File: src/rtl/adib_pkg.sv
// Shared types and constants for the adaptive depth interval binner.
// Holds the register codes, reset values, field widths and the
// controller-to-datapath command and status structures. No dependencies.
package adib_pkg;

  // Field widths.
  localparam int DEPTH_W     = 24;  // Q8.16 depths and lengths
  localparam int SLOPE_W     = 18;  // Q2.16 slope
  localparam int CUR_W       = 25;  // Cumulative depth, one bit of headroom
  localparam int FRAC_W      = 16;  // Fraction bits of the growth product
  localparam int PROD_W      = 44;  // Product plus rounding carry
  localparam int GROW_W      = PROD_W - FRAC_W;
  localparam int INDEX_W     = 7;
  localparam int CFG_DATA_W  = 24;
  localparam int CFG_INDEX_W = 3;

  // Rounding constant: one half in the product's fraction.
  localparam logic [PROD_W-1:0] ROUND_HALF = PROD_W'(32768);

  // Saturated upper bound.
  localparam logic [DEPTH_W-1:0] DEPTH_MAX = '1;

  // Default interval cap.
  localparam int MAX_INTERVALS_DEF = 64;

  // Configuration register indexes.
  typedef enum logic [CFG_INDEX_W-1:0] {
    REG_ADAPTIVE_MODE = 3'd0,
    REG_MIN_LENGTH    = 3'd1,
    REG_MAX_LENGTH    = 3'd2,
    REG_SLOPE_FACTOR  = 3'd3,
    REG_DEPTH_LIMIT   = 3'd4
  } cfg_reg_t;

  // Register reset values.
  localparam logic                 ADAPTIVE_MODE_RST = 1'b1;
  localparam logic [DEPTH_W-1:0]   MIN_LENGTH_RST    = 24'd6554;
  localparam logic [DEPTH_W-1:0]   MAX_LENGTH_RST    = 24'd65536;
  localparam logic [SLOPE_W-1:0]   SLOPE_FACTOR_RST  = 18'd32768;
  localparam logic [DEPTH_W-1:0]   DEPTH_LIMIT_RST   = 24'd655360;

  // Commands from the controller to the datapath.
  typedef struct packed {
    logic start;     // Load the query and clear the generator
    logic mul;       // Register the rounded growth product
    logic step;      // Advance the cumulative depth by one interval
    logic fin_hit;   // Capture the interval that holds the query
    logic fin_oor;   // Capture the out-of-range result
    logic load_out;  // Move the captured result into the output register
  } cmd_t;

  // Status from the datapath to the controller.
  typedef struct packed {
    logic cond_ok;   // Generation may continue
    logic hit;       // The new upper bound reaches the query
  } status_t;

endpackage

File: src/rtl/adib_ctrl.sv
// Controller for the adaptive depth interval binner.
// Sequences one query through alternating multiply and step cycles and
// hands the result to the output register. Depends on adib_pkg.
module adib_ctrl (
  input  logic              clk,
  input  logic              rst,
  input  logic              in_valid,
  output logic              in_stall,
  output logic              out_valid,
  input  logic              out_stall,
  input  adib_pkg::status_t status,
  output adib_pkg::cmd_t    cmd
);

  typedef enum logic [1:0] {
    IDLE,
    MUL,
    STEP,
    PUSH
  } state_t;

  state_t state;
  state_t state_next;
  logic   out_free;

  // The output slot is free when empty or being taken this cycle.
  assign out_free = !out_valid || !out_stall;
  assign in_stall = (state != IDLE);

  // Commands and next state.
  always_comb begin
    cmd        = '0;
    state_next = state;
    case (state)
      IDLE: begin
        if (in_valid) begin
          cmd.start  = 1'b1;
          state_next = MUL;
        end
      end
      MUL: begin
        if (status.cond_ok) begin
          cmd.mul    = 1'b1;
          state_next = STEP;
        end else begin
          cmd.fin_oor = 1'b1;
          state_next  = PUSH;
        end
      end
      STEP: begin
        cmd.step = 1'b1;
        if (status.hit) begin
          cmd.fin_hit = 1'b1;
          state_next  = PUSH;
        end else begin
          state_next = MUL;
        end
      end
      PUSH: begin
        if (out_free) begin
          cmd.load_out = 1'b1;
          state_next   = IDLE;
        end
      end
      default: begin
        state_next = IDLE;
      end
    endcase
  end

  // State and output valid.
  always_ff @(posedge clk) begin
    if (rst) begin
      state     <= IDLE;
      out_valid <= 1'b0;
    end else begin
      state <= state_next;
      if (cmd.load_out) begin
        out_valid <= 1'b1;
      end else if (!out_stall) begin
        out_valid <= 1'b0;
      end
    end
  end

endmodule

File: src/rtl/adib_dp.sv
// Datapath for the adaptive depth interval binner.
// Holds the configuration registers, the interval generator with its
// multiplier, the result capture and the output register. Depends on adib_pkg.
module adib_dp #(
  parameter int MAX_INTERVALS = adib_pkg::MAX_INTERVALS_DEF
) (
  input  logic                                clk,
  input  logic                                rst,
  input  logic                                cfg_write,
  input  logic [adib_pkg::CFG_INDEX_W-1:0]    cfg_index,
  input  logic [adib_pkg::CFG_DATA_W-1:0]     cfg_data,
  input  logic [adib_pkg::DEPTH_W-1:0]        query_depth,
  input  adib_pkg::cmd_t                      cmd,
  output adib_pkg::status_t                   status,
  output logic [adib_pkg::INDEX_W-1:0]        interval_index,
  output logic [adib_pkg::DEPTH_W-1:0]        lower_bound,
  output logic [adib_pkg::DEPTH_W-1:0]        upper_bound,
  output logic [adib_pkg::DEPTH_W-1:0]        interval_length,
  output logic                                out_of_range
);

  localparam int CNT_W = $clog2(MAX_INTERVALS + 1);
  localparam logic [CNT_W-1:0] CNT_LIMIT = CNT_W'(MAX_INTERVALS);

  // Configuration registers.
  logic                           adaptive_mode;
  logic [adib_pkg::DEPTH_W-1:0]   min_length;
  logic [adib_pkg::DEPTH_W-1:0]   max_length;
  logic [adib_pkg::SLOPE_W-1:0]   slope_factor;
  logic [adib_pkg::DEPTH_W-1:0]   depth_limit;

  // Generator state.
  logic [adib_pkg::DEPTH_W-1:0]   query;
  logic [adib_pkg::CUR_W-1:0]     cur;
  logic [CNT_W-1:0]               count;
  logic                           first;
  logic                           capped;
  logic [adib_pkg::PROD_W-1:0]    prod;

  // Captured result.
  logic [adib_pkg::INDEX_W-1:0]   res_index;
  logic [adib_pkg::DEPTH_W-1:0]   res_lower;
  logic [adib_pkg::DEPTH_W-1:0]   res_upper;
  logic [adib_pkg::DEPTH_W-1:0]   res_len;
  logic                           res_oor;

  // Combinational terms.
  logic [adib_pkg::PROD_W-1:0]    prod_next;
  logic [adib_pkg::GROW_W-1:0]    grow;
  logic                           grow_over;
  logic                           grow_under;
  logic [adib_pkg::DEPTH_W-1:0]   len;
  logic [adib_pkg::CUR_W-1:0]     cur_sum;
  logic [CNT_W+adib_pkg::INDEX_W-1:0] count_wide;

  // Configuration writes; unknown indexes are ignored.
  always_ff @(posedge clk) begin
    if (rst) begin
      adaptive_mode <= adib_pkg::ADAPTIVE_MODE_RST;
      min_length    <= adib_pkg::MIN_LENGTH_RST;
      max_length    <= adib_pkg::MAX_LENGTH_RST;
      slope_factor  <= adib_pkg::SLOPE_FACTOR_RST;
      depth_limit   <= adib_pkg::DEPTH_LIMIT_RST;
    end else if (cfg_write) begin
      case (adib_pkg::cfg_reg_t'(cfg_index))
        adib_pkg::REG_ADAPTIVE_MODE: adaptive_mode <= cfg_data[0];
        adib_pkg::REG_MIN_LENGTH:    min_length    <= cfg_data[adib_pkg::DEPTH_W-1:0];
        adib_pkg::REG_MAX_LENGTH:    max_length    <= cfg_data[adib_pkg::DEPTH_W-1:0];
        adib_pkg::REG_SLOPE_FACTOR:  slope_factor  <= cfg_data[adib_pkg::SLOPE_W-1:0];
        adib_pkg::REG_DEPTH_LIMIT:   depth_limit   <= cfg_data[adib_pkg::DEPTH_W-1:0];
        default: begin
        end
      endcase
    end
  end

  // Growth product with the rounding half folded in as an addend.
  assign prod_next = {{(adib_pkg::PROD_W-adib_pkg::SLOPE_W){1'b0}}, slope_factor}
                   * {{(adib_pkg::PROD_W-adib_pkg::CUR_W){1'b0}}, cur}
                   + adib_pkg::ROUND_HALF;
  assign grow = prod[adib_pkg::PROD_W-1:adib_pkg::FRAC_W];

  // Clamp: the max test wins over the min test.
  assign grow_over  = grow > {{(adib_pkg::GROW_W-adib_pkg::DEPTH_W){1'b0}}, max_length};
  assign grow_under = grow < {{(adib_pkg::GROW_W-adib_pkg::DEPTH_W){1'b0}}, min_length};

  always_comb begin
    if (first) begin
      len = min_length;
    end else if (capped || grow_over) begin
      len = max_length;
    end else if (grow_under) begin
      len = min_length;
    end else begin
      len = grow[adib_pkg::DEPTH_W-1:0];
    end
  end

  // Next upper bound and the loop tests.
  assign cur_sum        = cur + {1'b0, len};
  assign status.hit     = cur_sum >= {1'b0, query};
  assign status.cond_ok = (cur < {1'b0, depth_limit}) && (count < CNT_LIMIT);
  assign count_wide     = {{adib_pkg::INDEX_W{1'b0}}, count};

  // Interval generator.
  always_ff @(posedge clk) begin
    if (cmd.start) begin
      query  <= query_depth;
      cur    <= '0;
      count  <= '0;
      first  <= adaptive_mode;
      capped <= !adaptive_mode;
    end else if (cmd.step) begin
      cur    <= cur_sum;
      count  <= count + CNT_W'(1);
      first  <= 1'b0;
      capped <= capped || (!first && grow_over);
    end
    if (cmd.mul) begin
      prod <= prod_next;
    end
  end

  // Result capture, for the holding interval or for a query past the end.
  always_ff @(posedge clk) begin
    if (cmd.fin_hit) begin
      res_index <= count_wide[adib_pkg::INDEX_W-1:0];
      res_lower <= cur[adib_pkg::DEPTH_W-1:0];
      res_upper <= cur_sum[adib_pkg::CUR_W-1] ? adib_pkg::DEPTH_MAX
                                                : cur_sum[adib_pkg::DEPTH_W-1:0];
      res_len   <= len;
      res_oor   <= 1'b0;
    end else if (cmd.fin_oor) begin
      res_index <= count_wide[adib_pkg::INDEX_W-1:0];
      res_lower <= '0;
      res_upper <= '0;
      res_len   <= max_length;
      res_oor   <= 1'b1;
    end
  end

  // Output register, loaded only when the slot is free.
  always_ff @(posedge clk) begin
    if (cmd.load_out) begin
      interval_index  <= res_index;
      lower_bound     <= res_lower;
      upper_bound     <= res_upper;
      interval_length <= res_len;
      out_of_range    <= res_oor;
    end
  end

endmodule

File: src/rtl/adaptive_depth_interval_binner.sv
// Adaptive depth interval binner: one query in, one interval result out.
// Each interval passes the MUL state on the 18x25 growth multiplier, then the
// STEP state for the clamp and add; a query is out of range after n intervals
// (n <= MAX_INTERVALS) without a hit. One query is processed at a time; a
// finished result waits in the output register. Reset is synchronous and
// restores the configuration registers and the controller state.
module adaptive_depth_interval_binner #(
  parameter int MAX_INTERVALS = adib_pkg::MAX_INTERVALS_DEF
) (
  input  logic                              clk,
  input  logic                              rst,
  input  logic                              cfg_write,
  input  logic [adib_pkg::CFG_INDEX_W-1:0]  cfg_index,
  input  logic [adib_pkg::CFG_DATA_W-1:0]   cfg_data,
  input  logic                              in_valid,
  output logic                              in_stall,
  input  logic [adib_pkg::DEPTH_W-1:0]      query_depth,
  output logic                              out_valid,
  input  logic                              out_stall,
  output logic [adib_pkg::INDEX_W-1:0]      interval_index,
  output logic [adib_pkg::DEPTH_W-1:0]      lower_bound,
  output logic [adib_pkg::DEPTH_W-1:0]      upper_bound,
  output logic [adib_pkg::DEPTH_W-1:0]      interval_length,
  output logic                              out_of_range
);

  adib_pkg::cmd_t    cmd;
  adib_pkg::status_t status;

  // Sequencer.
  adib_ctrl u_ctrl (
    .clk       (clk),
    .rst       (rst),
    .in_valid  (in_valid),
    .in_stall  (in_stall),
    .out_valid (out_valid),
    .out_stall (out_stall),
    .status    (status),
    .cmd       (cmd)
  );

  // Configuration, generator and output register.
  adib_dp #(
    .MAX_INTERVALS (MAX_INTERVALS)
  ) u_dp (
    .clk             (clk),
    .rst             (rst),
    .cfg_write       (cfg_write),
    .cfg_index       (cfg_index),
    .cfg_data        (cfg_data),
    .query_depth     (query_depth),
    .cmd             (cmd),
    .status          (status),
    .interval_index  (interval_index),
    .lower_bound     (lower_bound),
    .upper_bound     (upper_bound),
    .interval_length (interval_length),
    .out_of_range    (out_of_range)
  );

endmodule

File: config.mk
export PLATFORM = sky130hd
export DESIGN_NAME = adaptive_depth_interval_binner
export DESIGN_NICKNAME = d
export VERILOG_FILES = /design/src/rtl/adib_pkg.sv /design/src/rtl/adib_ctrl.sv /design/src/rtl/adib_dp.sv /design/src/rtl/adaptive_depth_interval_binner.sv
export SDC_FILE = /design/constraint.sdc
export NUM_CORES = 2
export LEC_CHECK = 0
export BUFFER_PORTS_ARGS = -buffer_cell sky130_fd_sc_hd__buf_4
export CAP_MARGIN = 5
export CORE_MARGIN = 1.5
export CORE_UTILIZATION = 68
export CTS_CLUSTER_DIAMETER = 120
export DETAILED_ROUTE_END_ITERATION = 7
export GPL_TIMING_DRIVEN = 0
export PLACE_DENSITY = 0.93
export REMOVE_ABC_BUFFERS = 1
export SYNTH_ARGS = -nofsm -noshare
export SYNTH_HDL_FRONTEND = slang
export SYNTH_SLANG_ARGS = --single-unit
File: constraint.sdc
create_clock -name clk -period 21.3 [get_ports clk]
set_input_delay 2.13 -clock clk [delete_from_list [all_inputs] [get_ports clk]]
set_output_delay 2.13 -clock clk [all_outputs]
set_load 0.05 [all_outputs]
==> results.cfg <==
[status]
status = complete, but fails checks
violations = DRC

[sta]
max_freq_mhz = 114.6
fin_crit_sh_pct = 40.95
tightestPinTransition_ps = 1481
drv_slew = 0
rsz0062_at_grt = no
setup-tns-final_ps = 0
hold_viol_final = 0
setup_viol = 0
min_period_ps = 8723
max_slew_margin_pct = 1.116
clock_skew_ps = 21.39

[grt]
grt_start_max_net_pins = 95
track_usage_pct = 36.25
grt_pass1_wl_um = 125200
grt_overflow = 0
grt_antenna_before_repair = 1
grt_pass1_vias = 24663

[finish]
reg_top3 = u_dp.prod: 28 flops, u_dp.cur: 25 flops
layout-drive-gt1-share_pct = 8.686
final_cells = 3638
fillers = 2499
fin_util_pct = 74.52
regArea_mm2 = 0.008939
final_nets = 3710
largest_reg_flops = 28
area_growth_syn_to_layout_pct = 8.583
multiInputGateArea_mm2 = 0.01804
regMostFlops = u_dp.prod

[die]
die_h_um = 211.1
rows = 76
start_util_pct = 68.63
ioPinCount = 138
dieArea_mm2 = 0.04454
core_area_mm2 = 0.04289
die_x_um = 211.1

[power]
ir_drop_mv = 0.06269
power_mw = 1.777
power.density_mw_per_mm2 = 55.60
cellLeakagePower_nw = 13.83

[synthesis]
synthMuxAreaShare_pct = 0.9905
synthXorXnorAreaFrac_pct = 1.547
synthTopCellsByArea = fa_1 (25%), edfxtp_1 (22%), ha_1 (11%)
synth_area_per_cell_um2 = 9.821
synth.largest_area_cell = fa_1
synth_top_cell_area_share_pct = 25.17
synth_compound_area_share_pct = 8.136
synth_top_family_by_area = adder cells
yosys.cell_count.top_type = nand2_1
synth-seq-area-share_pct = 30.37
synth_common_cells = nand2_1 (548), inv_1 (506), fa_1 (370)
synth_fa_ha_area_share_pct = 36.09
ys_types = 69
synth-warning-count = 0
synth_edf_count = 213
netlist_instances = 2997
ys.flop_type = edfxtp_1
ys_seq_elements = 340
synth_area_mm2 = 0.02943
synth_simple_gate_area_share_pct = 14.37
async_reset_ff_share_pct = 0

[clocking]
clock_sinks = 340
cts.hold.buffers_added = 0
h-tree-depth = 1
cts-resized-gates = 0
cts-root-buf = clkbuf_16
cts_setup_buffers = 0
clk_pin_slew_worst_paths_ps = 70
cts_tree = done
insertion_delay_ps = 590
cts_buffers = 30
cts_buffer_depth = 3

[drt]
routed_wl_um = 79480
highest_layer = met4
drc = 1
postRouteAntennaNets = 0
drt_iter0_drc = 2424
vias = 22916
met2_length_um = 38460
wl_met1_um = 26200
met3_wirelength_um = 8622
drtPass1Iterations = 8
via_per_inst = 6.299
avgRoutedWirePerCell_um = 21.85

[worst_setup_path]
crit_arrival_ps = 8960
critPathMaxFanout = 70
cp_data_required_time_ps = 21540
regToRegSetupSlack_ps = 12580
r2r_cells = 27
crit_start = u_dp.prod[34]
r2r-end = u_dp.res_lower[8]
r2r_start = u_dp.prod[34]
critPathCaptureType = flip-flop
worstSetupPathType = flip-flop to flip-flop
critPathLaunchType = flip-flop

[hold_path]
holdPathEnd = u_dp.interval_index[5]
min-delay-start = u_dp.res_index[5]
hold_path_class = flip-flop to flip-flop
hold_depth = 0

[placed_design]
placed_cells_incl_taps = 3579
port_buffers = 137
dp_hpwl_um = 55900
gp_congestion = 0.9596

[flow_run]
drv_cap = 0
-- critical path, cell delays in order, from the launching register on --
cell,delay [ps]
edfxtp_1,450
ha_1,360
nand4_1,200
nor3_1,440
nand4b_1,210
a21o_2,280
a21o_1,210
nor3b_4,880
a221o_2,360
ha_1,260
a211oi_1,350
o211ai_1,290
nand3_1,220
a31oi_1,170
o21ai_0,280
nand2b_1,130
xnor2_1,320
inv_1,100
ha_1,330
and3_1,170
nand3_1,190
nor4_1,350
o311ai_0,360
nand2_1,220
a21oi_1,100
nor2_4,380
or2_4,330
buf_16,330
-- cells by family (layout without fill, tap and decap cells) --
family | Yosys count | in the layout
AO/OA/AOI/OAI | 374 | 374
buffers and inverters | 656 | 710
AND/OR/NAND/NOR | 923 | 923
adder cells (fa/ha/maj) | 627 | 627
multiplexers | 25 | 25
XOR/XNOR | 52 | 52
flip-flops | 340 | 340
other | 0 | 2
-- per-layer routing --
metal | GRT usage, % | vias to the layer above
met5 | 0 | -
met3 | 6.423 | 471
met2 | 62.01 | 1686
met4 | 25.30 | 0
li1 | - | 9665
met1 | 41.40 | 11094
-- per-stage QoR --
| stage | hold slack, ps | worst slack (ps) | instance area (µm²) |
|---|---|---|---|
| 2_1_floorplan | 400.3 | 12570 | 28830 |
| 3_3_place_gp | 401.2 | 9566 | 30590 |
| 3_5_place_dp | 404.5 | 13100 | 30810 |
| 4_1_cts | 417.6 | 12960 | 31940 |
| 5_1_grt | 421.7 | 12390 | 31950 |
| 6_report | 419.2 | 12580 | 31960 |
-- power by group --
| part | internal, mW | switching [mW] |
|---|---|---|
| registers | 0.739 | 0.0842 |
| logic | 0.132 | 0.212 |
| clock network | 0.353 | 0.256 |
-- area by class of cell --
class	count	share of cell area (%)
Antenna cell	2	0.01566
Clock inverter	16	0.6577
Tap cell	585	2.290
Inverter	506	5.943
Sequential cell	340	27.97
Timing Repair Buffer	148	3.813
Multi-Input combinational cell	2001	56.45
Clock buffer	40	2.862
-- worst max-delay path by stage --
stage / end
6_report: u_dp.res_lower[8]
5_1_grt: u_dp.res_lower[5]
4_1_cts: u_dp.res_lower[0]
3_5_place_dp: u_dp.res_lower[0]
3_3_place_gp: u_dp.res_lower[0]
2_1_floorplan: u_dp.res_index[0]
-- placed cells by master, fill, tap and decap left out, drive strengths merged, types with 8 or more instances in the layout --
| master | instances |
|---|---|
| a221o | 24 |
| a31oi | 11 |
| nand3 | 19 |
| mux2 | 24 |
| o21ai | 60 |
| o21bai | 8 |
| nor2b | 13 |
| nand2b | 11 |
| xor2 | 15 |
| edfxtp | 213 |
| a21oi | 162 |
| nand3b | 13 |
| ha | 257 |
| nand4 | 23 |
| a21o | 20 |
| o211ai | 8 |
| nor3 | 31 |
| nand2 | 548 |
| clkinv | 8 |
| and4 | 8 |
| xnor2 | 37 |
| and2 | 149 |
| clkbuf | 40 |
| inv | 507 |
| fa | 370 |
| dfxtp | 127 |
| a22o | 20 |
| a211oi | 17 |
| o21a | 13 |
| nor2 | 75 |
| buf | 148 |
| and3 | 11 |
Power figures use the tool's default switching activity.
